[config.mk]
export PLATFORM = sky130hd
export DESIGN_NAME = rgb_to_hsb_core
export DESIGN_NICKNAME = d
export VERILOG_FILES = /design/src/hdl/rth_pkg.sv /design/src/hdl/rgb_to_hsb_core.sv /design/src/hdl/rth_front.sv /design/src/hdl/rth_cell.sv /design/src/hdl/rth_skid.sv
export SDC_FILE = /design/constraint.sdc
export NUM_CORES = 2
export LEC_CHECK = 0
export BUFFER_PORTS_ARGS = -buffer_cell sky130_fd_sc_hd__clkbuf_2
export CAP_MARGIN = 25
export CORE_UTILIZATION = 59
export DETAILED_ROUTE_END_ITERATION = 7
export PLACE_DENSITY = 0.82
export SLEW_MARGIN = 10
export SYNTH_ARGS = -nofsm -noshare
export SYNTH_HDL_FRONTEND = slang
export SYNTH_HIERARCHICAL = 1
export SYNTH_SLANG_ARGS = --single-unit
[constraint.sdc]
create_clock -name clock -period 29.5 [get_ports clock]
set_input_delay 2.95 -clock clock [delete_from_list [all_inputs] [get_ports clock]]
set_output_delay 2.95 -clock clock [all_outputs]
set_load 0.05 [all_outputs]
[src/hdl/rth_pkg.sv]
package rth_pkg;

   localparam int CH_W    = 8;   // one color channel
   localparam int SAT_W   = 8;   // saturation divisor and remainder (max channel)
   localparam int HUE_W   = 11;  // hue divisor and remainder (six times max-min)
   localparam int OUT_W   = 16;  // hue and saturation result fields
   localparam int REQ_W   = 3 * CH_W;
   localparam int RSP_W   = 2 * OUT_W + CH_W;

   typedef struct packed {
      logic valid;
      logic sat_zero;   // black pixel
      logic sat_top;    // min channel is zero
      logic hue_zero;   // grey pixel
   } ctl_type;

   typedef struct packed {
      logic [CH_W-1:0]  bright;
      logic [SAT_W-1:0] sat_div;
      logic [SAT_W-1:0] sat_rem;
      logic [HUE_W-1:0] hue_div;
      logic [HUE_W-1:0] hue_rem;
   } lane_type;

endpackage

[src/hdl/rgb_to_hsb_core.sv]
// Channel   Direction  Handshake             Payload
// req_      in         req_tvalid/tready     tdata: red[7:0] green[15:8] blue[23:16]
// rsp_      out        rsp_tvalid/tready     tdata: hue[15:0] sat[31:16] bright[39:32]
//
// One pixel enters per cycle while req_tready is high; its result passes through
// the input register, one division cell per fraction bit, and the
// output register. Both divisions (hue and saturation) run side by side in
// the same row of cells. Reset is synchronous and clears all valid flags.
// A stalled result is held in a two-entry output buffer; req_tready drops
// only once that buffer is full, and then the whole row of cells holds.
module rgb_to_hsb_core #(
   parameter int FRAC_BITS = 16
) (
   input  logic                        clock,
   input  logic                        reset,
   input  logic                        req_tvalid,
   output logic                        req_tready,
   input  logic [rth_pkg::REQ_W-1:0]   req_tdata,   // red_in, green_in, blue_in
   output logic                        rsp_tvalid,
   input  logic                        rsp_tready,
   output logic [rth_pkg::RSP_W-1:0]   rsp_tdata    // hue_out, saturation_out, brightness_out
);

   localparam int OW = rth_pkg::OUT_W;

   rth_pkg::ctl_type     ctl_c   [0:FRAC_BITS];
   rth_pkg::lane_type    lane_c  [0:FRAC_BITS];
   logic [FRAC_BITS-1:0] sat_q_c [0:FRAC_BITS];
   logic [FRAC_BITS-1:0] hue_q_c [0:FRAC_BITS];
   logic                 advance;
   logic [FRAC_BITS-1:0] sat_full;
   logic [FRAC_BITS-1:0] hue_full;
   logic [OW-1:0]        hue_val;
   logic [OW-1:0]        sat_val;
   logic [rth_pkg::RSP_W-1:0] push_data;
   logic                 push_valid;

   rth_front u_front (
      .clock    (clock),
      .reset    (reset),
      .advance  (advance),
      .in_valid (req_tvalid),
      .in_data  (req_tdata),
      .ctl_o    (ctl_c[0]),
      .lane_o   (lane_c[0])
   );

   assign sat_q_c[0] = '0;
   assign hue_q_c[0] = '0;

   for (genvar k = 0; k < FRAC_BITS; k++) begin : g_cell
      rth_cell #(.FRAC_BITS(FRAC_BITS)) u_cell (
         .clock   (clock),
         .reset   (reset),
         .advance (advance),
         .ctl_i   (ctl_c[k]),
         .lane_i  (lane_c[k]),
         .sat_q_i (sat_q_c[k]),
         .hue_q_i (hue_q_c[k]),
         .ctl_o   (ctl_c[k+1]),
         .lane_o  (lane_c[k+1]),
         .sat_q_o (sat_q_c[k+1]),
         .hue_q_o (hue_q_c[k+1])
      );
   end

   // apply black, grey and full-saturation overrides at the end of the row
   always_comb begin
      if (ctl_c[FRAC_BITS].sat_zero) begin
         sat_full = '0;
      end else if (ctl_c[FRAC_BITS].sat_top) begin
         sat_full = '1;
      end else begin
         sat_full = sat_q_c[FRAC_BITS];
      end
      hue_full  = ctl_c[FRAC_BITS].hue_zero ? '0 : hue_q_c[FRAC_BITS];
      hue_val   = OW'(hue_full);
      sat_val   = OW'(sat_full);
      push_data = {lane_c[FRAC_BITS].bright, sat_val, hue_val};
   end

   assign push_valid = ctl_c[FRAC_BITS].valid && advance;
   assign req_tready = advance;

   rth_skid u_skid (
      .clock      (clock),
      .reset      (reset),
      .push_valid (push_valid),
      .push_data  (push_data),
      .push_ready (advance),
      .out_valid  (rsp_tvalid),
      .out_ready  (rsp_tready),
      .out_data   (rsp_tdata)
   );

endmodule

[src/hdl/rth_front.sv]
module rth_front (
   input  logic                           clock,
   input  logic                           reset,
   input  logic                           advance,
   input  logic                           in_valid,
   input  logic [rth_pkg::REQ_W-1:0]      in_data,
   output rth_pkg::ctl_type               ctl_o,
   output rth_pkg::lane_type              lane_o
);

   localparam int CW = rth_pkg::CH_W;
   localparam int HW = rth_pkg::HUE_W;

   logic [CW-1:0]     red;
   logic [CW-1:0]     green;
   logic [CW-1:0]     blue;
   logic [CW-1:0]     mx;
   logic [CW-1:0]     mn;
   logic [CW-1:0]     diff;
   logic [HW-1:0]     d_w;
   logic [HW-1:0]     six_d;
   logic [HW-1:0]     num;
   rth_pkg::ctl_type  ctl_in;
   rth_pkg::ctl_type  ctl_ff;
   rth_pkg::lane_type lane_in;
   rth_pkg::lane_type lane_ff;

   assign red   = in_data[CW-1:0];
   assign green = in_data[2*CW-1:CW];
   assign blue  = in_data[3*CW-1:2*CW];

   always_comb begin
      mx = (red > green) ? red : green;
      mn = (red < green) ? red : green;
      if (blue > mx) begin
         mx = blue;
      end
      if (blue < mn) begin
         mn = blue;
      end
      diff  = mx - mn;
      d_w   = HW'(diff);
      six_d = (d_w << 2) + (d_w << 1);
      // numerator stays in [0, 6d); intermediate wrap in HW bits is harmless
      priority if (red == mx) begin
         if (green >= blue) begin
            num = HW'(green) - HW'(blue);
         end else begin
            num = six_d - (HW'(blue) - HW'(green));
         end
      end else if (green == mx) begin
         num = (d_w << 1) + HW'(blue) - HW'(red);
      end else begin
         num = (d_w << 2) + HW'(red) - HW'(green);
      end

      ctl_in.valid    = in_valid;
      ctl_in.sat_zero = (mx == '0);
      ctl_in.sat_top  = (mn == '0);
      ctl_in.hue_zero = (diff == '0);

      lane_in.bright  = mx;
      lane_in.sat_div = mx;
      lane_in.sat_rem = (mn == '0) ? '0 : diff;
      lane_in.hue_div = six_d;
      lane_in.hue_rem = num;
   end

   always_ff @(posedge clock) begin
      if (reset) begin
         ctl_ff <= '0;
      end else if (advance) begin
         ctl_ff <= ctl_in;
      end
   end

   always_ff @(posedge clock) begin
      if (advance) begin
         lane_ff <= lane_in;
      end
   end

   assign ctl_o  = ctl_ff;
   assign lane_o = lane_ff;

endmodule

[src/hdl/rth_cell.sv]
module rth_cell #(
   parameter int FRAC_BITS = 16
) (
   input  logic                  clock,
   input  logic                  reset,
   input  logic                  advance,
   input  rth_pkg::ctl_type      ctl_i,
   input  rth_pkg::lane_type     lane_i,
   input  logic [FRAC_BITS-1:0]  sat_q_i,
   input  logic [FRAC_BITS-1:0]  hue_q_i,
   output rth_pkg::ctl_type      ctl_o,
   output rth_pkg::lane_type     lane_o,
   output logic [FRAC_BITS-1:0]  sat_q_o,
   output logic [FRAC_BITS-1:0]  hue_q_o
);

   localparam int SW = rth_pkg::SAT_W;
   localparam int HW = rth_pkg::HUE_W;

   logic [SW:0]          sat_two;
   logic [SW:0]          sat_sub;
   logic                 sat_bit;
   logic [HW:0]          hue_two;
   logic [HW:0]          hue_sub;
   logic                 hue_bit;
   rth_pkg::ctl_type     ctl_ff;
   rth_pkg::lane_type    lane_in;
   rth_pkg::lane_type    lane_ff;
   logic [FRAC_BITS-1:0] sat_q_in;
   logic [FRAC_BITS-1:0] sat_q_ff;
   logic [FRAC_BITS-1:0] hue_q_in;
   logic [FRAC_BITS-1:0] hue_q_ff;

   // one restoring division step per lane: double, compare, subtract
   always_comb begin
      sat_two = {lane_i.sat_rem, 1'b0};
      sat_sub = sat_two - {1'b0, lane_i.sat_div};
      sat_bit = (sat_two >= {1'b0, lane_i.sat_div});
      hue_two = {lane_i.hue_rem, 1'b0};
      hue_sub = hue_two - {1'b0, lane_i.hue_div};
      hue_bit = (hue_two >= {1'b0, lane_i.hue_div});

      lane_in         = lane_i;
      lane_in.sat_rem = sat_bit ? sat_sub[SW-1:0] : sat_two[SW-1:0];
      lane_in.hue_rem = hue_bit ? hue_sub[HW-1:0] : hue_two[HW-1:0];
      sat_q_in        = {sat_q_i[FRAC_BITS-2:0], sat_bit};
      hue_q_in        = {hue_q_i[FRAC_BITS-2:0], hue_bit};
   end

   always_ff @(posedge clock) begin
      if (reset) begin
         ctl_ff <= '0;
      end else if (advance) begin
         ctl_ff <= ctl_i;
      end
   end

   always_ff @(posedge clock) begin
      if (advance) begin
         lane_ff  <= lane_in;
         sat_q_ff <= sat_q_in;
         hue_q_ff <= hue_q_in;
      end
   end

   assign ctl_o   = ctl_ff;
   assign lane_o  = lane_ff;
   assign sat_q_o = sat_q_ff;
   assign hue_q_o = hue_q_ff;

endmodule

[src/hdl/rth_skid.sv]
module rth_skid (
   input  logic                        clock,
   input  logic                        reset,
   input  logic                        push_valid,
   input  logic [rth_pkg::RSP_W-1:0]   push_data,
   output logic                        push_ready,
   output logic                        out_valid,
   input  logic                        out_ready,
   output logic [rth_pkg::RSP_W-1:0]   out_data
);

   logic                      out_valid_ff;
   logic [rth_pkg::RSP_W-1:0] out_data_ff;
   logic                      spare_valid_ff;
   logic [rth_pkg::RSP_W-1:0] spare_data_ff;
   logic                      pop;

   assign pop = out_valid_ff && out_ready;

   always_ff @(posedge clock) begin
      if (reset) begin
         out_valid_ff   <= 1'b0;
         spare_valid_ff <= 1'b0;
      end else if (spare_valid_ff) begin
         // no push while the spare is full; drain it on a pop
         if (pop) begin
            out_valid_ff   <= 1'b1;
            spare_valid_ff <= 1'b0;
         end
      end else if (!out_valid_ff || pop) begin
         out_valid_ff <= push_valid;
      end else if (push_valid) begin
         spare_valid_ff <= 1'b1;
      end
   end

   always_ff @(posedge clock) begin
      if (spare_valid_ff) begin
         if (pop) begin
            out_data_ff <= spare_data_ff;
         end
      end else if (!out_valid_ff || pop) begin
         out_data_ff <= push_data;
      end else begin
         spare_data_ff <= push_data;
      end
   end

   assign push_ready = !spare_valid_ff;
   assign out_valid  = out_valid_ff;
   assign out_data   = out_data_ff;

endmodule

; Word-level counts from Yosys, hierarchy flattened
; Cells that the tools add are included.
[classes]
eq_ne = 3
reduce_logical = 11
n_addsub = 39
mux = 50
magnitude_cmp = 37
n_bitwise = 2
[ops]
columns = op, count
row1 = $mux 11, 18
row2 = $ge 12x11->1, 16
row3 = $sub 11x11->11, 16
row4 = $mux 8, 19
row5 = $ge 9x8->1, 16
row6 = $sub 8x8->8, 16
row7 = $mux 40, 3
row8 = $mux 16, 3
row9 = $logic_not 8->1, 3
row10 = $sub 11x8->11, 2
row11 = $sub 8x8->9, 2
row12 = $eq 8x8->1, 2
row13 = $gt 8x8->1, 2
row14 = $lt 8x8->1, 2
row15 = $add 10x8->11, 1
row16 = $add 10x9->11, 1
row17 = $add 9x8->10, 1
row18 = $ge 8x8->1, 1
row19 = $mux 1, 7
row20 = $reduce_and 2->1, 2
row21 = $logic_and 1x1->1, 2
row22 = $logic_not 1->1, 2
row23 = $ne 2x2->1 const B, 1
row24 = $not 1->1, 2
row25 = other kinds (2), 2
[totals]
register_bits = 1038
output_inout_bits = 42

; Logic depth before layout (Yosys ltp)
[depth]
word_depth = 9
mapped_depth = 41

; Hierarchy
; Netlist, hierarchy kept.
[by_module_without_submodules]
columns = mod, n_inst, cells_each, seq_area_each_um2, area_each_um2
row1 = rth_cell, 16, 259, 2422.3, 3673.5
row2 = rth_front, 1, 704, 1191.1, 6144.6
row3 = rth_skid, 1, 137, 2442.3, 3183.1
row4 = rgb_to_hsb_core, 1, 38, 0.0, 306.5

; Worst setup path after synthesis
; No wires, ideal clock.
[synth_timing]
path_type = reg2out
startpoint = reg u_skid.spare_valid_ff
endpoint = out req_tready
t_arrival_ns = 25.801
required_ns = 26.550
path_stages_with_launch = 4
path_slack_ns = 0.749
path_buffers = 2
cell_sequence = dfxtp_1 buf_6 buf_12 inv_1
[synth_via]
elab_chain_len = 1
[synth_rtl]
columns = element, line_no
row1 = "start, declared", rth_skid.sv:14  ; logic spare_valid_ff;
row2 = "start signal, assigned", rth_skid.sv:23  ; spare_valid_ff <= 1'b0;
row3 = "start signal, assigned", rth_skid.sv:28  ; spare_valid_ff <= 1'b0;
row4 = "start signal, assigned", rth_skid.sv:33  ; spare_valid_ff <= 1'b1;
row5 = $logic_not 1->1, rth_skid.sv:49  ; assign push_ready = !spare_valid_ff;
row6 = "end, declared", rgb_to_hsb_core.sv:17  ; output logic req_tready,
; Every way passes these cells.

==> metrics.sh <==
OUTCOME='finished, final reports clean'
DRT-INITIAL-DRC-COUNT=2782
WL_PER_CELL_UM=18.50
INITIAL_STANDARD_CELL_UTILIZATION_OF_THE_CORE_PCT=59.49
GRT_MAX_DEGREE=210
FINAL_UTIL_PCT=64.92
WORST_HOLD_PATH.ENDPOINT='g_cell[10].u_cell/hue_q_o[8]'
POST_SYNTH.CELL_AREA_AVG_UM2=12.79
NUMBER_OF_CELL_ROWS=116
DRT_WL_TOTAL_MM=113.3
CTS_HOLD_REPAIR.BUFFERS=0
GRT_ANTENNA_BEFORE_REPAIR=0
CORE_REGION_AREA_UM2=99860
DIODES=0
CRITPATHMOSTFREQUENTCELL='sky130_fd_sc_hd__inv_1'
CRIT_PATH_MAX_FANOUT=29
GLOBAL_ROUTE_WIRE_LENGTH_BEFORE_REPAIR_MM=183.6
FINALCRITICALPERIOD_NS=11.29
FP.DIEW_UM=319.3
CTS_MAX_LEVEL=3
POSTSYNTHNETCOUNT=5107
FINAL.PERIOD_UTILIZATION_PCT=38.26
FLOW.AREA_GROWTH_FROM_SYNTHESIS_PCT=9.135
ANT_NETS=0
VIA_COUNT_OF_THE_FIRST_GLOBAL_ROUTING_PASS=36900
FLOORPLAN.DIE_AREA_UM2=101900
IO_PINS=70
CRIT_SLOWEST_CELL='sky130_fd_sc_hd__mux2i_1'
WORSTSETUPPATHTYPE='primary input to flop'
SYNTH-WARNING-COUNT=6
WORST-ENDPOINT-ARRIVAL_NS=11.86
POST_CTS_RESIZED=0
WORSTHOLDPATHTYPE='flop to flop'
MAXIMUM_BUFFER_DEPTH_OF_THE_CLOCK_TREE=3
CTS_BUFFERS=113
DRT_DRC_VIOLATIONS_LEFT=0
FINAL_MAX_SLEW_VIOL_COUNT=0
NUMBER_OF_MAXIMUM_CAPACITANCE_VIOLATIONS=0
CRITICAL_PATH_DATA_REQUIRED_TIME_NS=30.08
CLOCK_SKEW_NS=0.03437
HPWLAFTERDP_MM=74.98
CRIT-REG2REG-CAPTURE='g_cell[1].u_cell/lane_o[3]'
ROUTED-VIA-COUNT=35970
LAYOUT.AREA.SEQ_UM2=34040
CRIT_PATH_END_KIND='flop'
FINAL-SETUP-VIOL-COUNT=0
N_FILL_CELL=7024
MULTI_INPUT_COMB_AREA_UM2=22880
SYNTH_AREA_UM2=59400
GLOBAL_PLACEMENT_ROUTABILITY_CONGESTION=0.9105
GLOBALROUTE.TOTALOVERFLOW=0
GRT_USE_TOTAL_PCT=22.06
TRITONCTS='yes'
UNREPAIRED_SETUP_ENDPOINTS_AFTER_GLOBAL_ROUTING='false'
COUNT_OF_ENDPOINTS_FAILING_HOLD_IN_THE_FINAL_TIMING_REPORT=0
1ST_PASS_ROUTER_ITERATIONS=6
BUFFER_PORTS.INSERTED=69
R2R_SLACK_NS=25.63
CLK_LATENCY_NS=0.71
FP.DIEH_UM=319.3
FINISH.NET_COUNT=5192
CLK_ROOT_BUFFER_CELL='sky130_fd_sc_hd__clkbuf_16'
RELSLEWSLACK_PCT=27.27
MIN_PATH_CELLS=0
POSTCTSSETUPBUFFERS=0
CTS_SINKS=1157
MAX_CLOCK_FREQ_MHz=88.59
MIN_FROM='g_cell[9].u_cell/hue_q_o[7]'
CRIT-REG2REG-LAUNCH='u_skid/spare_valid_ff'
WORST_SETUP_PATH_START_KIND='primary input'
NUMBER_OF_INSTANCES_IN_THE_SYNTHESIZED_NETLIST=4645
FF2FF_PATH_DEPTH=4
TOTALNEGATIVESETUPSLACK_NS=0
AVGVIACOUNTPERCELL=5.871
CLK_PIN_SLEW_NS=0.07
WORST-SLEW-PIN-TRANSITION_NS=1.091
DRIVE_ABOVE_1_SHARE_PCT=11.93
WORST_PATH_MAX_STAGE_DELAY_NS=0.65
## cells in the final DEF, fill, tap and decap left out, drive strengths merged, types with 145 or more instances in the layout
| master | count |
|---|---|
| ha | 383 |
| xnor2 | 160 |
| nor2 | 272 |
| mux2 | 145 |
| clkbuf | 202 |
| a21oi | 262 |
| inv | 463 |
| edfxtp | 1087 |
| nand2 | 253 |
| o21ai | 230 |
## area by class of cell
| cell class | count | area share, % |
|---|---|---|
| clock buffers | 134 | 4.673 |
| inverters | 461 | 2.743 |
| multi-input cells | 2912 | 35.29 |
| clock inverters | 79 | 1.424 |
| flip-flops and latches | 1157 | 52.52 |
| repair buffers | 85 | 0.8454 |
| well taps | 1298 | 2.505 |
## worst max-delay path by stage
stage,endpoint,cells after the start,startpoint
final,u_front/lane_o[10],36,req_tdata[9]
after global routing,u_front/lane_o[10],37,req_tdata[9]
after CTS,u_front/lane_o[10],36,req_tdata[9]
after detailed placement,u_front/lane_o[10],36,req_tdata[9]
after global placement,u_front/lane_o[10],36,req_tdata[9]
after floorplan,req_tready,3,u_skid/spare_valid_ff
## stage by stage
stage	setup slack (ns)	hold slack, ns	area, um2	std cells
CTS	18.45	0.4034	64780	6124
finish	18.21	0.4087	64830	6126
global route	17.80	0.4061	64830	6126
global placement	17.85	0.4004	60830	5911
floorplan	6.078	0.4003	59400	4645
detailed placement	17.72	0.4045	60830	5911
## worst max-delay path: cells and delay by family
| kind | cells | cell delay (ns) |
|---|---|---|
| mux | 1 | 0.65 |
| buf+inv | 7 | 1.08 |
| fa+ha+maj | 5 | 1.82 |
| xor+xnor | 2 | 0.47 |
| simple gates | 5 | 1.02 |
| compound gates | 16 | 3.81 |
## sequential cells by signal (all words and copies together), names as in the netlist, 4 cells and up
name / cells
g_cell.u_cell/ctl_o: 64
u_front/ctl_o: 4
u_skid/spare_data_ff: 40
g_cell.u_cell/lane_o: 698
u_skid/out_data: 40
g_cell.u_cell/hue_q_o: 136
u_front/lane_o: 37
g_cell.u_cell/sat_q_o: 136
## layer usage
layer | GRT usage (%) | wire, um | vias to the layer above | share of wire, %
li1 | - | - | 17350 | -
met1 | 24.90 | 44460 | 17480 | 39
met2 | 42.49 | 61380 | 883 | 54
met3 | 2.724 | 4287 | 246 | 3.8
met4 | 7.372 | 3207 | 0 | 2.8
met5 | 0 | 0 | - | 0
Power is left out: the tool's default activity adds up to more than one toggle a clock period on the data nets, which glitch-free logic cannot reach.
